<file path="config.mk">
export PLATFORM = sky130hd
export DESIGN_NAME = rbps_fifo
export DESIGN_NICKNAME = d
export VERILOG_FILES = /design/src/sv/rbps_fifo.sv
export SDC_FILE = /design/constraint.sdc
export NUM_CORES = 1
export LEC_CHECK = 0
export BUFFER_PORTS_ARGS = -buffer_cell sky130_fd_sc_hd__buf_2
export CORE_ASPECT_RATIO = 0.9
export CORE_UTILIZATION = 40
export DETAILED_ROUTE_END_ITERATION = 6
export PLACE_DENSITY = 0.68
export SLEW_MARGIN = 20
export SYNTH_ARGS = -nofsm -noshare
export SYNTH_HDL_FRONTEND = slang
export SYNTH_SLANG_ARGS = --single-unit
</file>
<file path="constraint.sdc">
create_clock -name clk_i -period 4.85 [get_ports clk_i]
set_input_delay 0.485 -clock clk_i [delete_from_list [all_inputs] [get_ports clk_i]]
set_output_delay 0.485 -clock clk_i [all_outputs]
set_load 0.01 [all_outputs]
</file>
<file path="src/sv/rbps_fifo.sv">
// ----------------------------------------------------------------------------
// Range-bin peak search queue
// Small first-in first-out buffer built from registers.
// ----------------------------------------------------------------------------
`timescale 1ns / 1ps
`default_nettype none

module rbps_fifo #(
  parameter int Width = 8,
  parameter int Depth = 4
) (
  input  wire logic             clk_i,
  input  wire logic             rst_ni,
  input  wire logic             push_i,
  input  wire logic [Width-1:0] wr_data_i,
  input  wire logic             pop_i,
  output logic      [Width-1:0] rd_data_o,
  output logic                  full_o,
  output logic                  empty_o
);

  localparam int PtrW = (Depth > 1) ? $clog2(Depth) : 1;
  localparam int CntW = $clog2(Depth + 1);

  logic [Width-1:0] mem_q [Depth];
  logic [PtrW-1:0]  wr_ptr_q, wr_ptr_d, rd_ptr_q, rd_ptr_d;
  logic [CntW-1:0]  count_q, count_d;
  logic             do_push, do_pop;

  assign full_o    = (count_q == CntW'(Depth));
  assign empty_o   = (count_q == '0);
  assign do_push   = push_i && !full_o;
  assign do_pop    = pop_i && !empty_o;
  assign rd_data_o = mem_q[rd_ptr_q];

  always_comb begin
    wr_ptr_d = wr_ptr_q;
    rd_ptr_d = rd_ptr_q;
    count_d  = count_q;
    if (do_push) begin
      wr_ptr_d = (wr_ptr_q == PtrW'(Depth - 1)) ? '0 : wr_ptr_q + 1'b1;
    end
    if (do_pop) begin
      rd_ptr_d = (rd_ptr_q == PtrW'(Depth - 1)) ? '0 : rd_ptr_q + 1'b1;
    end
    if (do_push && !do_pop) begin
      count_d = count_q + 1'b1;
    end else if (do_pop && !do_push) begin
      count_d = count_q - 1'b1;
    end
  end

  always_ff @(posedge clk_i or negedge rst_ni) begin
    if (!rst_ni) begin
      wr_ptr_q <= '0;
      rd_ptr_q <= '0;
      count_q  <= '0;
    end else begin
      wr_ptr_q <= wr_ptr_d;
      rd_ptr_q <= rd_ptr_d;
      count_q  <= count_d;
    end
  end

  always_ff @(posedge clk_i) begin
    if (do_push) begin
      mem_q[wr_ptr_q] <= wr_data_i;
    end
  end

endmodule

`default_nettype wire

</file>
==> flow_summary.yaml <==
status:
  status: "finished, final reports clean"
synth:
  ys_ff_latch: 39
  synthTopCellsByArea: "edfxtp_1 (59%), mux4_2 (11%), dfrtp_1 (11%)"
  yosysSeqAreaShare: 0.701
  synth.avg_cell_area_sq_um: 20.5
  yosysWarnings: 0
  syn_inst: 79
  synth.distinct_cells: 19
  yosys.area.top_type: "edfxtp_1"
  synthesis.area_sq_mm: 0.00162
  synth_nets: 98
  synth_top_area_frac: 0.593
sta:
  max_slew_margin: 0.591
  max_freq_mhz: 448
  period_share: 0.461
  hold_viol_final: 0
  drv_slew: 0
  timing.final.crit_period_ns: 2.23
  fin_tns_setup_ns: 0
  setup_viol: 0
  rsz0062_at_grt: "false"
  worst_slew_pin_slew_ns: 0.613
  finClkSkew_ns: 0.00661
routing:
  wl_met3_microns: 108
  top_layer: "met4"
  routed_wl_microns: 2410
  dr.first_iter.drc_count: 24
  dr_wl_met2_microns: 1220
  dr.pass1.iters: 4
  drc: 0
  wl_per_cell_microns: 16.0
  antenna_left: 0
  m1WireLength_microns: 1060
  vias: 772
  via_per_inst: 5.11
global_route:
  grt_pass1_vias: 828
  grt_overflow: 0
  antenna_found_initial: 0
  grt_use_total: 0.130
  grt_max_degree: 14
  grt_pass1_wl_microns: 4100
cts:
  tritoncts: "built"
  cts_buffer_depth: 2
  ctsResizeCount: 0
  cts.sink_count: 39
  clk_latency_ns: 0.29
  cts_buffers: 5
  cts-root-buf: "clkbuf_8"
  post_cts_buffers: 0
  clk_pin_slew_ns: 0.08
  cts_max_level: 2
  hold_buffers: 0
critical_path:
  rrSetupSlack_ns: 2.82
  path_class: "flip-flop to output pin"
  r2r_cells: 8
  arrival_ns: 1.75
  cp_max_fo: 11
  startpoint_type: "flip-flop"
  end_kind: "output pin"
  required_ns: 4.37
placement:
  post-dp-hpwl_microns: 1620
  placement.io_buffers: 21
  place.gp.congestion: 0.771
final_layout:
  multi_input_area_sq_um: 453
  utilization: 0.489
  insertedDiodeCount: 0
  layout-drive-gt1-share: 0.467
  seqCellArea_sq_mm: 0.00114
  nFillCells: 318
  nets: 123
  syn2layout_area_growth_pct: 14.9
pwr:
  leakagePower_nw: 0.701
  swShare: 0.308
  clockPowerShare: 0.207
  power_density_mw_per_mm2: 593
  peakVddDrop_mv: 0.183
  power_frac_comb: 0.308
  p_int_mw: 0.764
  power_switching_mw: 0.340
  pwr-share-seq: 0.485
floorplan:
  rows: 21
  die-area_sq_mm: 0.00431
  core_sq_mm: 0.00381
  ios: 22
  start_util: 0.425
  die_height_microns: 62.4
  die_x_microns: 69.1
job:
  drv_cap: 0
min_path:
  min_path_type: "input port to async pin"
worst paths after layout:
path	from	to
hold reg to reg	count_q[2]	count_q[2]
setup / recovery	rd_ptr_q[0]	rd_data_o[1]
hold / removal	rst_ni	rd_ptr_q[1]
max in group asynchronous	rst_ni	wr_ptr_q[1]
setup reg to reg	count_q[2]	count_q[2]
min in group clk_i	wr_data_i[5]	mem_q[1][5]
sequential cells by signal, indices dropped and copies added (netlist names):
name	flops
mem_q	32
count_q	3
rd_ptr_q	2
wr_ptr_q	2
cells by family after synthesis:
kind of cell / share of synthesized area
xor gates and xnor gates: 0.0162
muxes: 0.151
adders and majority gates: 0.0587
DFF: 0.701
and+or+nand+nor: 0.0541
buffers and inverters: 0.0193
power groups by stage:
stage | logic (mW) | clock network (mW) | registers, mW
5_1_grt | 0.380 | 0.250 | 0.551
3_5_place_dp | 0.345 | 0 | 0.546
3_3_place_gp | 0.336 | 0 | 0.539
4_1_cts | 0.346 | 0.234 | 0.538
2_1_floorplan | 0.290 | 0 | 0.495
6_report | 0.340 | 0.228 | 0.536
metal layers:
| metal | vias up | track usage |
|---|---|---|
| met4 | 0 | 0.0638 |
| li1 | 349 | - |
| met2 | 20 | 0.186 |
| met5 | - | 0 |
| met1 | 399 | 0.162 |
| met3 | 4 | 0.0694 |
cell type report:
type	count	area share
sequential	39	0.610
timing repair buffer	21	0.0565
inverter	3	0.00605
tap	46	0.0309
clock inverter	2	0.00874
multi-input combinational	34	0.243
clock buffer	6	0.0444
Yosys cell counts, drive strengths merged:
library cell	instances
edfxtp	32
mux4	8
dfrtp	7
ha	6
mux2	5
and2	4
buf	3
inv	3
nor2	3
xor2	2
fa	1
nand2b	1
nor2b	1
nor3	1
nor3b	1
xnor2	1
stage by stage:
stage / area [sq um] / std cells / hold slack [ns] / power, mW / worst slack [ns]
final: 1860 / 151 / 0.0194 / 1.10 / 2.62
after global routing: 1860 / 151 / 0.0130 / 1.18 / 2.50
after CTS: 1860 / 151 / 0.0176 / 1.12 / 2.57
after detailed placement: 1760 / 143 / 0.330 / 0.891 / 2.78
after global placement: 1760 / 143 / 0.329 / 0.875 / 2.85
after floorplan: 1620 / 79 / 0.189 / 0.785 / 2.79
critical path, stage by stage, from the launching register on:
cell,delay (ns)
dfrtp_1,0.74
mux4_2,0.58
buf_2,0.15
layout by cell type, fill, tap and decap left out, drive strengths merged:
| cell type | count |
|---|---|
| edfxtp | 32 |
| buf | 21 |
| mux4 | 8 |
| dfrtp | 7 |
| ha | 6 |
| clkbuf | 6 |
| mux2 | 5 |
| and2 | 4 |
| inv | 3 |
| nor2 | 3 |
| xor2 | 2 |
| nor3b | 1 |
| nor2b | 1 |
| nor3 | 1 |
| nand2b | 1 |
| xnor2 | 1 |
| fa | 1 |
| clkinv | 1 |
| clkinvlp | 1 |
(Power assumes the default switching activity.)
