$ cat src/sv/rbps_pkg.sv
// ----------------------------------------------------------------------------
// Range-bin peak search package
// Shared widths, register indexes, reset values and item types.
// ----------------------------------------------------------------------------
`timescale 1ns / 1ps
`default_nettype none

package rbps_pkg;

  localparam int SampW  = 16;
  localparam int ChirpW = 6;
  localparam int BinW   = 9;
  localparam int PowW   = 32;
  localparam int RegIdxW = 1;

  // Configuration register indexes
  localparam logic [RegIdxW-1:0] RegMinPower  = 1'b0;
  localparam logic [RegIdxW-1:0] RegGuardBins = 1'b1;

  localparam logic [PowW-1:0] MinPowerRst  = 32'd4000000;
  localparam logic [BinW-1:0] GuardBinsRst = 9'd6;

  typedef struct packed {
    logic [PowW-1:0] min_power;
    logic [BinW-1:0] guard_bins;
  } cfg_t;

  // Classified sample handed from the front to the back
  typedef struct packed {
    logic [ChirpW-1:0] chirp;
    logic [BinW-1:0]   bin;
    logic              ant;
    logic              last;
    logic [PowW-1:0]   power;
    logic              qual;    // above threshold and beyond the guard
  } item_t;

  // Per-chirp running best
  typedef struct packed {
    logic [PowW-1:0] power;
    logic [BinW-1:0] bin;
  } best_t;

  typedef struct packed {
    logic [ChirpW-1:0] chirp;
    logic              ant;
    logic [BinW-1:0]   bin;
    logic [PowW-1:0]   power;
    logic              found;
  } result_t;

endpackage

`default_nettype wire

$ cat src/sv/rbps_front.sv
// ----------------------------------------------------------------------------
// Range-bin peak search front end
// Accepts samples, computes squared magnitude and classifies each bin.
// ----------------------------------------------------------------------------
`timescale 1ns / 1ps
`default_nettype none

module rbps_front
  import rbps_pkg::*;
#(
  parameter int MaxChirps = 64
) (
  input  wire logic              clk_i,
  input  wire logic              rst_ni,
  input  wire cfg_t              cfg_i,
  input  wire logic              in_valid_i,
  output logic                   in_ready_o,
  input  wire logic [SampW-1:0]  i_sample_i,
  input  wire logic [SampW-1:0]  q_sample_i,
  input  wire logic [ChirpW-1:0] chirp_i,
  input  wire logic [BinW-1:0]   bin_i,
  input  wire logic              ant_i,
  input  wire logic              last_i,
  output logic                   push_o,
  output item_t                  item_o,
  input  wire logic              q_full_i
);

  localparam logic [10:0] ChirpLim = 11'(MaxChirps);

  logic                   en;
  logic                   in_range;
  logic signed [PowW-1:0] i_ext, q_ext;
  logic                   f1_valid_q;
  logic [PowW-1:0]        f1_sq_i_q, f1_sq_q_q;
  logic [ChirpW-1:0]      f1_chirp_q;
  logic [BinW-1:0]        f1_bin_q;
  logic                   f1_ant_q, f1_last_q;
  logic [PowW-1:0]        power;
  logic                   f2_valid_q;
  item_t                  f2_item_q, f2_item_d;

  // Advance the whole front pipeline unless the queue holds back the tail
  assign en         = !f2_valid_q || !q_full_i;
  assign in_ready_o = en;
  assign in_range   = ({5'b0, chirp_i} < ChirpLim);
  assign push_o     = f2_valid_q && !q_full_i;
  assign item_o     = f2_item_q;

  // Sign-extend before squaring so the full product is kept
  assign i_ext = PowW'($signed(i_sample_i));
  assign q_ext = PowW'($signed(q_sample_i));

  assign power = f1_sq_i_q + f1_sq_q_q;

  always_comb begin
    f2_item_d.chirp = f1_chirp_q;
    f2_item_d.bin   = f1_bin_q;
    f2_item_d.ant   = f1_ant_q;
    f2_item_d.last  = f1_last_q;
    f2_item_d.power = power;
    f2_item_d.qual  = (power > cfg_i.min_power) && (f1_bin_q > cfg_i.guard_bins);
  end

  always_ff @(posedge clk_i or negedge rst_ni) begin
    if (!rst_ni) begin
      f1_valid_q <= 1'b0;
      f2_valid_q <= 1'b0;
    end else if (en) begin
      // Drop samples of chirps beyond the table
      f1_valid_q <= in_valid_i && in_range;
      f2_valid_q <= f1_valid_q;
    end
  end

  always_ff @(posedge clk_i) begin
    if (en) begin
      f1_sq_i_q  <= i_ext * i_ext;
      f1_sq_q_q  <= q_ext * q_ext;
      f1_chirp_q <= chirp_i;
      f1_bin_q   <= bin_i;
      f1_ant_q   <= ant_i;
      f1_last_q  <= last_i;
      f2_item_q  <= f2_item_d;
    end
  end

endmodule

`default_nettype wire

$ cat config.mk
export PLATFORM = sky130hd
export DESIGN_NAME = rbps_front
export DESIGN_NICKNAME = d
export VERILOG_FILES = /design/src/sv/rbps_pkg.sv /design/src/sv/rbps_front.sv
export SDC_FILE = /design/constraint.sdc
export NUM_CORES = 1
export LEC_CHECK = 0
export BUFFER_PORTS_ARGS = -buffer_cell sky130_fd_sc_hd__buf_2
export CAP_MARGIN = 20
export CORE_MARGIN = 10
export CORE_UTILIZATION = 50
export CTS_CLUSTER_SIZE = 24
export DETAILED_ROUTE_END_ITERATION = 8
export PLACE_DENSITY = 0.7
export RECOVER_POWER = 50
export SETUP_SLACK_MARGIN = 0.3
export SYNTH_ARGS = -nofsm -noshare
export SYNTH_HDL_FRONTEND = slang
export SYNTH_SLANG_ARGS = --single-unit
$ cat constraint.sdc
create_clock -name clk_i -period 5.49 [get_ports clk_i]
set_clock_uncertainty 0.15 [all_clocks]
set_input_delay 0.8235 -clock clk_i [delete_from_list [all_inputs] [get_ports clk_i]]
set_output_delay 0.8235 -clock clk_i [all_outputs]
set_load 0.05 [all_outputs]
==> run_results.csv <==
group,metric,value,unit
run_status,outcome,"complete, but fails checks",
run_status,failed_checks,"max-capacitance violations, max-slew violations, negative setup slack",
cts,clock_latency,0.44,ns
job,max_cap_viol_count,1,
synthesis,async_flop_share,1.527,%
critical_path,slowest_stage,"fa_2",
final_layout,area_growth,31.05,%
detailed_routing,finalWirelength,59910,µm
global_route,antenna_found_initial,1,
global_route,grt_max_degree,80,
die,die_y,239.3,µm
die,die_area,0.05727,mm²
critical_path,crit_family,"adder cells",
critical_path,crit_chain,"buf_12 -> and2_4 -> fa_1 -> inv_2 -> fa_2 -> fa_2 -> inv_2 -> fa_2 -> fa_1 -> inv_1 -> fa_1 -> inv_2 -> ha_4 -> and4_4 -> o211ai_1 -> o21ai_4 -> o31ai_4 -> a211oi_2 -> a2111oi_2 -> o21bai_1 -> a21oi_1 -> xnor2_1",
synthesis,net_count_synth,3219,
sta,final-max-slew-violation-count,55,
die,floorplan.io_pins,146,
synthesis,synth_ff_type,"edfxtp_1",
synthesis,yosys_register_bits,131,
sta,setup-violations-final,35,
critical_path,timing.critical_path.buf_inv,5,
sta,worst-slew-pin-transition,2.195,ns
synthesis,synth_enable_flop_cells,129,
synthesis,yosys_warnings,0,
cts,register_clock_pin_slew_on_the_reported_worst_setup_and_hold_paths,0.06,ns
synthesis,synthMostInstantiatedCell,"inv_1",
synthesis,netlist_area,0.02405,mm²
synthesis,netlist-cell-type-count,66,
critical_path,worst_path_largest_cell_delay,0.56,ns
global_route,wire_length_of_the_first_global_routing_pass,99720,µm
die,core_region_area,0.04765,mm²
final_layout,antenna_diode_count,0,
synthesis,syn_inst,2405,
detailed_routing,vias,18430,
place,gp_congestion,0.9197,
place,dpl_cell_area,0.02875,mm²
synthesis,synthesis.area_per_instance,9.999,µm²
final_layout,post_route_cells_drive_above_1_share,30.77,%
critical_path,timing.critical_path.fanout_max,11,
global_route,global_route.overflow_total,0,
cts,tritoncts_buffers,17,
sta,final_period_minus_worst_setup_slack,6.220,ns
sta,final_hold_slack,0.2687,ns
synthesis,post_synthesis_cell_type_with_the_largest_combined_area,"fa_1",
cts,cts.root.buffer_cell,"clkbuf_16",
cts,max-clock-path-buffers,2,
die,chipWidth,239.3,µm
place,io_buffer_count,145,
cts,cts.sink_count,131,
detailed_routing,viasPerCell,5.105,
global_route,first_global_vias,20870,
sta,finalWorstSetupSlack,-0.7298,ns
global_route,global_route_usage_over_all_layers,21.51,%
detailed_routing,detail_route.iter0.violations,803,
critical_path,path_class,"input port to flip-flop",
critical_path,worst-endpoint-arrival,6.27,ns
die,initial_cell_density_of_the_core,50.47,%
place,dp.final_hpwl,48900,µm
detailed_routing,drc_errors,0,
place,placement_stage_worst_setup_slack,-1.333,ns
final_layout,finalInstanceArea,0.03152,mm²
critical_path,startpoint_class_of_the_critical_path,"input port",
sta,rsz0062_at_grt,"true",
cts,clock_tree_from_tritoncts,"done",
final_layout,nets,3797,
die,num_rows,80,
min_path,min-delay-path-class,"flip-flop to flip-flop",
sta,max_slew_margin,-46.70,%
sta,period_share,113.3,%
detailed_routing,routed_length_per_placed_instance,16.59,µm
critical_path,worstPathRequired,5.54,ns
sta,fmaxAchievable,160.8,MHz
detailed_routing,dr.pass1.iters,7,
synthesis,post-synth-top-area-fraction,39.04,%
cts,ctsHtreeMaxLevel,4,
synthesis,synth.yosys.seq_area_share,16.32,%
sta,report.final.hold_viol_count,0,
critical_path,timing.critical_path.to_type,"flip-flop",
synthesis,synth_top_cells_by_count,"inv_1 (681), fa_1 (469), ha_1 (251), nand2_1 (176), edfxtp_1 (129)",
detailed_routing,final_antenna_net_count,0,
synthesis,top_cells_by_area_in_the_synthesized_netlist,"fa_1 (39%), edfxtp_1 (16%), ha_1 (13%)",
-- stage by stage --
step                      util, %  setup TNS (ns)  cells
after floorplan                 -          -16.43   2405
after global placement      60.34          -34.48   3483
after detailed placement    60.34          -37.07   3483
after CTS                   64.30          -13.63   3571
after global routing        66.15          -21.30   3611
final                       66.15          -15.33   3611
-- cell usage in the layout (no fill, tap or decap), types with 16 or more instances in the layout --
master and instances:
nand2_2 28, nor2_1 85, xnor2_1 83, buf_2 75, a21oi_1 43, o21a_1 23, xor2_1 23, a21oi_2 25
clkbuf_1 44, edfxtp_1 129, ha_1 218, clkbuf_16 23, fa_2 40, nand2b_1 16, buf_6 62, nand2_1 138
buf_4 384, fa_1 429, a21o_1 36, inv_1 620, buf_12 19, o21ai_0 17, inv_2 54, and2_1 55
ha_4 27, and2_4 23
-- kinds of logic (layout without fill, tap and decap cells) --
group / after synthesis / in the layout / share of synthesized area [%]
compound gates: 239 / 239 / 6.769
simple gates: 470 / 470 / 9.178
mux: 4 / 4 / 0.1717
buf+inv: 729 / 1320 / 11.38
fa+ha+maj: 720 / 720 / 52.10
flops: 131 / 131 / 16.32
xor+xnor: 112 / 112 / 4.079
-- layout make-up --
type,count,area [µm²]
fill,3611,16130
sequential,131,3924
tap,615,769.5
clock buffer,18,429.2
multi-input combinational,1545,18720
inverter,681,2587
timing repair buffer,607,4918
clock inverter,14,167.7
-- worst paths after layout --
path	slack [ns]	cells after the start	to	from
worst max-delay path	-0.73	22	f1_sq_i_q[31]	i_sample_i[5]
worst min-delay path	0.27	0	item_o[48]	f1_chirp_q[4]
worst max register to register	0.65	20	item_o[0]	f1_sq_i_q[3]
worst min register to register	0.27	0	item_o[48]	f1_chirp_q[4]
max in group asynchronous	4.52	2	f2_valid_q	rst_ni
min in group asynchronous	0.54	2	f1_valid_q	rst_ni
-- metal layers --
metal  global-route usage [%]  part of all wire [%]  vias to the layer above
met2                    39.04                    52                      475
met5                        0                 0.030                        -
met3                    3.149                   5.8                      103
li1                         -                     -                     8510
met4                    4.167                   2.0                        2
met1                    26.76                    40                     9344
-- sequential cells by signal, summed over array words and instances, names as in the netlist --
| register | count |
|---|---|
| f1_chirp_q | 6 |
| f1_bin_q | 9 |
| f1_sq_q_q | 31 |
| f2_valid_q | 1 |
| f1_ant_q | 1 |
| f1_valid_q | 1 |
| f1_sq_i_q | 31 |
| f1_last_q | 1 |
| item_o | 50 |
-- repair_timing --
action,4_1_cts,5_1_grt
gates cloned,1,6
buffers inserted,54,34
hold buffers,1,0
pin swaps,138,115
gates resized for setup,242,156
hold endpoints to repair,2,0
setup endpoints to repair,43,45
Power is left out: the tool's default activity adds up to more than one toggle a clock period on the data nets, which glitch-free logic cannot reach.
