--- src/sv/rbps_pkg.sv ---
// ----------------------------------------------------------------------------
// Range-bin peak search package
// Shared widths, register indexes, reset values and item types.
// ----------------------------------------------------------------------------
`timescale 1ns / 1ps
`default_nettype none

package rbps_pkg;

  localparam int SampW  = 16;
  localparam int ChirpW = 6;
  localparam int BinW   = 9;
  localparam int PowW   = 32;
  localparam int RegIdxW = 1;

  // Configuration register indexes
  localparam logic [RegIdxW-1:0] RegMinPower  = 1'b0;
  localparam logic [RegIdxW-1:0] RegGuardBins = 1'b1;

  localparam logic [PowW-1:0] MinPowerRst  = 32'd4000000;
  localparam logic [BinW-1:0] GuardBinsRst = 9'd6;

  typedef struct packed {
    logic [PowW-1:0] min_power;
    logic [BinW-1:0] guard_bins;
  } cfg_t;

  // Classified sample handed from the front to the back
  typedef struct packed {
    logic [ChirpW-1:0] chirp;
    logic [BinW-1:0]   bin;
    logic              ant;
    logic              last;
    logic [PowW-1:0]   power;
    logic              qual;    // above threshold and beyond the guard
  } item_t;

  // Per-chirp running best
  typedef struct packed {
    logic [PowW-1:0] power;
    logic [BinW-1:0] bin;
  } best_t;

  typedef struct packed {
    logic [ChirpW-1:0] chirp;
    logic              ant;
    logic [BinW-1:0]   bin;
    logic [PowW-1:0]   power;
    logic              found;
  } result_t;

endpackage

`default_nettype wire

--- src/sv/rbps_back.sv ---
// ----------------------------------------------------------------------------
// Range-bin peak search back end
// Per-chirp read-modify-write of the running best, with result issue.
// ----------------------------------------------------------------------------
`timescale 1ns / 1ps
`default_nettype none

module rbps_back
  import rbps_pkg::*;
#(
  parameter int MaxChirps = 64
) (
  input  wire logic  clk_i,
  input  wire logic  rst_ni,
  input  wire logic  q_valid_i,
  input  wire item_t q_item_i,
  output logic       q_pop_o,
  output logic       res_push_o,
  output result_t    res_o,
  input  wire logic  res_full_i
);

  localparam int MemDepth = (MaxChirps < (2 ** ChirpW)) ? MaxChirps : (2 ** ChirpW);
  localparam int AddrW    = (MemDepth > 1) ? $clog2(MemDepth) : 1;

  best_t            mem_q [MemDepth];
  best_t            rd_q;
  logic             s1_valid_q;
  item_t            s1_q;
  logic [AddrW-1:0] s1_addr, pop_addr;
  logic             fwd_valid_q;
  logic [AddrW-1:0] fwd_addr_q;
  best_t            fwd_q;
  best_t            base, upd;
  logic             s1_adv;

  assign s1_addr  = AddrW'(s1_q.chirp);
  assign pop_addr = AddrW'(q_item_i.chirp);

  // Bin zero restarts the entry; otherwise take the latest write if the
  // memory read raced it
  always_comb begin
    if (s1_q.bin == '0) begin
      base = '0;
    end else if (fwd_valid_q && (fwd_addr_q == s1_addr)) begin
      base = fwd_q;
    end else begin
      base = rd_q;
    end
    upd = base;
    if (s1_q.qual && (s1_q.power > base.power)) begin
      upd.power = s1_q.power;
      upd.bin   = s1_q.bin;
    end
  end

  assign s1_adv     = s1_valid_q && (!s1_q.last || !res_full_i);
  assign q_pop_o    = q_valid_i && (!s1_valid_q || s1_adv);
  assign res_push_o = s1_valid_q && s1_q.last && !res_full_i;

  always_comb begin
    res_o.chirp = s1_q.chirp;
    res_o.ant   = s1_q.ant;
    res_o.bin   = upd.bin;
    res_o.power = upd.power;
    res_o.found = (upd.power != '0);
  end

  always_ff @(posedge clk_i or negedge rst_ni) begin
    if (!rst_ni) begin
      s1_valid_q  <= 1'b0;
      fwd_valid_q <= 1'b0;
    end else begin
      if (q_pop_o) begin
        s1_valid_q <= 1'b1;
      end else if (s1_adv) begin
        s1_valid_q <= 1'b0;
      end
      if (s1_adv) begin
        fwd_valid_q <= 1'b1;
      end
    end
  end

  always_ff @(posedge clk_i) begin
    if (q_pop_o) begin
      s1_q <= q_item_i;
      rd_q <= mem_q[pop_addr];
    end
    if (s1_adv) begin
      mem_q[s1_addr] <= upd;
      fwd_addr_q     <= s1_addr;
      fwd_q          <= upd;
    end
  end

  // A reported peak always sits on a nonzero bin
  a_found_bin: assert property (@(posedge clk_i) disable iff (!rst_ni)
    res_push_o && res_o.found |-> res_o.bin != '0)
    else $error("peak reported on bin zero");

  // A held stage keeps its item
  a_hold: assert property (@(posedge clk_i) disable iff (!rst_ni)
    s1_valid_q && !s1_adv |=> s1_valid_q && $stable(s1_q))
    else $error("stalled stage lost its item");

  // The running best never drops below its old value except on restart
  a_monotone: assert property (@(posedge clk_i) disable iff (!rst_ni)
    s1_valid_q && (s1_q.bin != '0) |-> upd.power >= base.power)
    else $error("running best decreased");

  // Results leave only with a write-back of the same item
  a_push_adv: assert property (@(posedge clk_i) disable iff (!rst_ni)
    res_push_o |-> s1_adv)
    else $error("result issued without write-back");

endmodule

`default_nettype wire

--- config.mk ---
export PLATFORM = sky130hd
export DESIGN_NAME = rbps_back
export DESIGN_NICKNAME = d
export VERILOG_FILES = /design/src/sv/rbps_pkg.sv /design/src/sv/rbps_back.sv
export SDC_FILE = /design/constraint.sdc
export NUM_CORES = 2
export LEC_CHECK = 0
export BUFFER_PORTS_ARGS = -buffer_cell sky130_fd_sc_hd__buf_2
export CORE_MARGIN = 5
export CORE_UTILIZATION = 57
export DETAILED_ROUTE_END_ITERATION = 8
export PLACE_DENSITY_LB_ADDON = 0.25
export SYNTH_ARGS = -nofsm -noshare
export SYNTH_HDL_FRONTEND = slang
export SYNTH_SLANG_ARGS = --single-unit
--- constraint.sdc ---
create_clock -name clk_i -period 6.2 [get_ports clk_i]
set_input_delay 0.93 -clock clk_i [delete_from_list [all_inputs] [get_ports clk_i]]
set_output_delay 0.93 -clock clk_i [all_outputs]
set_load 0.05 [all_outputs]
==> metrics.yaml <==
ctsLongestPathBuffers: 4
start_util: 0.5723
reg2regPathDepth: 17
critPathKind: "reg2out"
grt_pass1_vias: 50775
seqCellArea_um2: 82990
synth_top_area_cell: "edfxtp_1"
grt_antenna_before_repair: 11
cp_slowest_cell: "edfxtp_1"
max_stage_delay_ns: 0.41
final_hold_viol_count: 0
synth_adder_area_share: 0.003777
ys_seq_elements: 2764
hpwl_um: 164600
fp.dieH_um: 441.3
reg2reg_from: "s1_addr[2]$_DFFE_PP_"
fin_nets: 4771
critPathTopFamily: "simple AND/OR/NAND/NOR gates"
numCtsBuffers: 287
outcome: "completed"
worstReg2RegEnd: "mem_q[43][34]$_DFFE_PP_"
synth_area_per_cell_um2: 24.97
hold_depth: 1
fp-row-count: 158
async_reset_ff_frac: 0.0007236
fillers: 11478
fmax_ghz: 0.1636
synthFlopType: "edfxtp_1"
gp_congestion: 0.9266
design_power_total_mw: 41.11
htreeDepth: 5
drtPass1Iterations: 5
power_leakage_nw: 38.04
syn_nets: 4332
cts_sinks: 2764
cp_num_buf_inv: 4
antenna_left: 0
drv_slew: 0
routed_wirelength_um: 300700
grt_pass1_wl_um: 414800
powerDensity_nw_per_um2: 339.0
syn_to_final_growth_pct: 14.39
synth_area_leaders: "edfxtp_1, mux4_2, mux2_2"
min_period_ns: 6.114
netlist_instances: 4246
critPathLaunchType: "flop"
yosys_warnings: 0
grt_max_degree: 73
synth_common_cells: "edfxtp_1, mux4_2, clkbuf_1"
fin_ws_ns: 0.08576
synth_xor_area_frac: 0.0004957
vdd_drop_max_mv: 0.2332
hold_start: "q_item_i[35]"
hold_class: "in2reg"
vias: 51793
synthMuxAreaShare: 0.1911
fin_util: 0.6547
drc: 0
grt-ovfl-total: 0
setup_viol: 0
yosysTopAreaCellShare: 0.7823
wire_per_inst_um: 40.85
required_ns: 5.27
ys_types: 38
synth_edf_count: 2762
hold_path_end: "s1_q[35]$_DFFE_PP_"
cts_tree: "yes"
tns_ns: 0
root_buffer: "clkbuf_16"
relSlewSlack: 0.05397
coreArea_um2: 185200
synth_compound_gate_area_share: 0.002419
cp-end-kind: "output port"
synth_top_family_by_area: "multiplexers"
clk_latency_ns: 0.93
synthesis.area_um2: 106000
gr-usage-all-layers: 0.3137
fin_crit_sh: 0.9862
maxCapViolations: 0
synthSimpleGateAreaFrac: 0.008627
clk_pin_slew_ns: 0.06
drt-initial-drc-count: 8541
skew_ns: 0.04390
dp_slack_ns: 0.3138
layout-drive-gt1-share: 0.3573
reg2reg_slack_ns: 1.30
stdcell_area_um2: 121300
rsz0062_at_grt: "false"
cp_cell_sequence: "xnor2_1 -> nand4_1 -> nor2_4 -> buf_12 -> mux2_2 -> nand2_1 -> ha_1 -> a21o_1 -> a21o_1 -> a21oi_1 -> o21ai_0 -> nor3_2 -> a21oi_4 -> buf_4 -> buf_12 -> mux2i_4 -> buf_4"
multi_input_area_um2: 22790
vias_per_cell: 7.035
boundaryPins: 105
synth_seq_area_share: 0.7828
arrival_ns: 5.18
io_buffers: 104
tightest_slew_ns: 1.416
yosysMostFrequentCell: "edfxtp_1"
crit_fanout: 16
die_w_um: 441.3
die_area_um2: 194700
dpl-instance-area_um2: 112100
[timing repair]
action / CTS / global route
setup buffers: 10 / 4
pin swaps: 1 / 1
cloned: 0 / 1
endpoints found under the hold margin: 2 / 0
setup endpoints to repair: 42 / 33
gates resized for setup: 17 / 8
hold buffers: 1 / 0
[how the worst max path moves through the flow]
stage / cells past startpoint / to / startpoint
global placement: 16 / res_o[30] / s1_addr[0]$_DFFE_PP_
floorplan: 15 / res_o[10] / s1_addr[4]$_DFFE_PP_
detailed placement: 16 / res_o[30] / s1_addr[2]$_DFFE_PP_
CTS: 17 / res_o[40] / s1_addr[2]$_DFFE_PP_
global route: 17 / res_o[13] / s1_addr[2]$_DFFE_PP_
finish: 17 / res_o[18] / s1_addr[2]$_DFFE_PP_
[area by class of cell]
type | instances | share of cell area
well taps | 2480 | 0.02559
flip-flops and latches | 2764 | 0.6843
inverters | 33 | 0.001021
clock inverters | 130 | 0.01059
repair buffers | 369 | 0.02818
multi-input cells | 1230 | 0.1880
clock buffers | 352 | 0.06228
diodes | 4 | 0.00008254
[flip-flops by register name, summed over array words and instances (netlist names)]
signal	cells
fwd_addr_q	6
fwd_q	41
fwd_valid_q	1
mem_q	2624
rd_q	41
res_o	1
s1_addr	6
s1_q	43
s1_valid_q	1
[cells in the final DEF, fill, tap and decap left out, types with 29 or more instances in the layout]
master / n
mux2_2: 46
buf_12: 62
inv_1: 33
mux2i_4: 29
buf_4: 219
mux4_2: 854
clkinv_2: 35
clkbuf_1: 59
clkbuf_16: 294
ha_1: 32
nor2_4: 65
edfxtp_1: 2762
buf_2: 76
clkinv_1: 58
nand2_1: 50
[metrics by stage]
stage | std cells | hold WS (ns)
2_1_floorplan | 4246 | 0.4392
3_3_place_gp | 6860 | 0.4533
3_5_place_dp | 6860 | 0.4681
4_1_cts | 7353 | 0.1453
5_1_grt | 7360 | 0.1693
6_report | 7362 | 0.2005
[cells by family (layout without fill, tap and decap cells)]
logic type      Yosys count  after routing
mux                     951            951
simple gates            201            201
xor+xnor                  6              6
other cells               0              4
flops                  2764           2764
fa+ha+maj                32             32
buf+inv                 252            884
compound gates           40             40
[report_power, final]
part	internal, mW	switching, mW
combinational	1.02	2.02
clock	9.73	6.84
sequential	21.4	0.108
[routing by layer]
layer  wire length, um  up-vias  track usage
met5                23        -            0
met4             13880        4       0.1184
met3             40960      721      0.09267
met2            139700     3930       0.4757
met1            106100    27809       0.4416
li1                  -    19329            -
[worst register-to-register path: stages (launching register included)]
cell and delay, ns:
edfxtp_1 0.41, xnor2_1 0.20, nand4_1 0.23, nor2_4 0.21
buf_12 0.19, mux2_2 0.39, nand2_1 0.17, ha_1 0.28
a21o_1 0.19, a21o_1 0.17, a21oi_1 0.17, o21ai_0 0.24
nor3_2 0.30, a21oi_4 0.10, buf_12 0.16, buf_4 0.22
mux2_2 0.39, buf_4 0.52
Note: power is estimated with default switching activity, not from simulation.
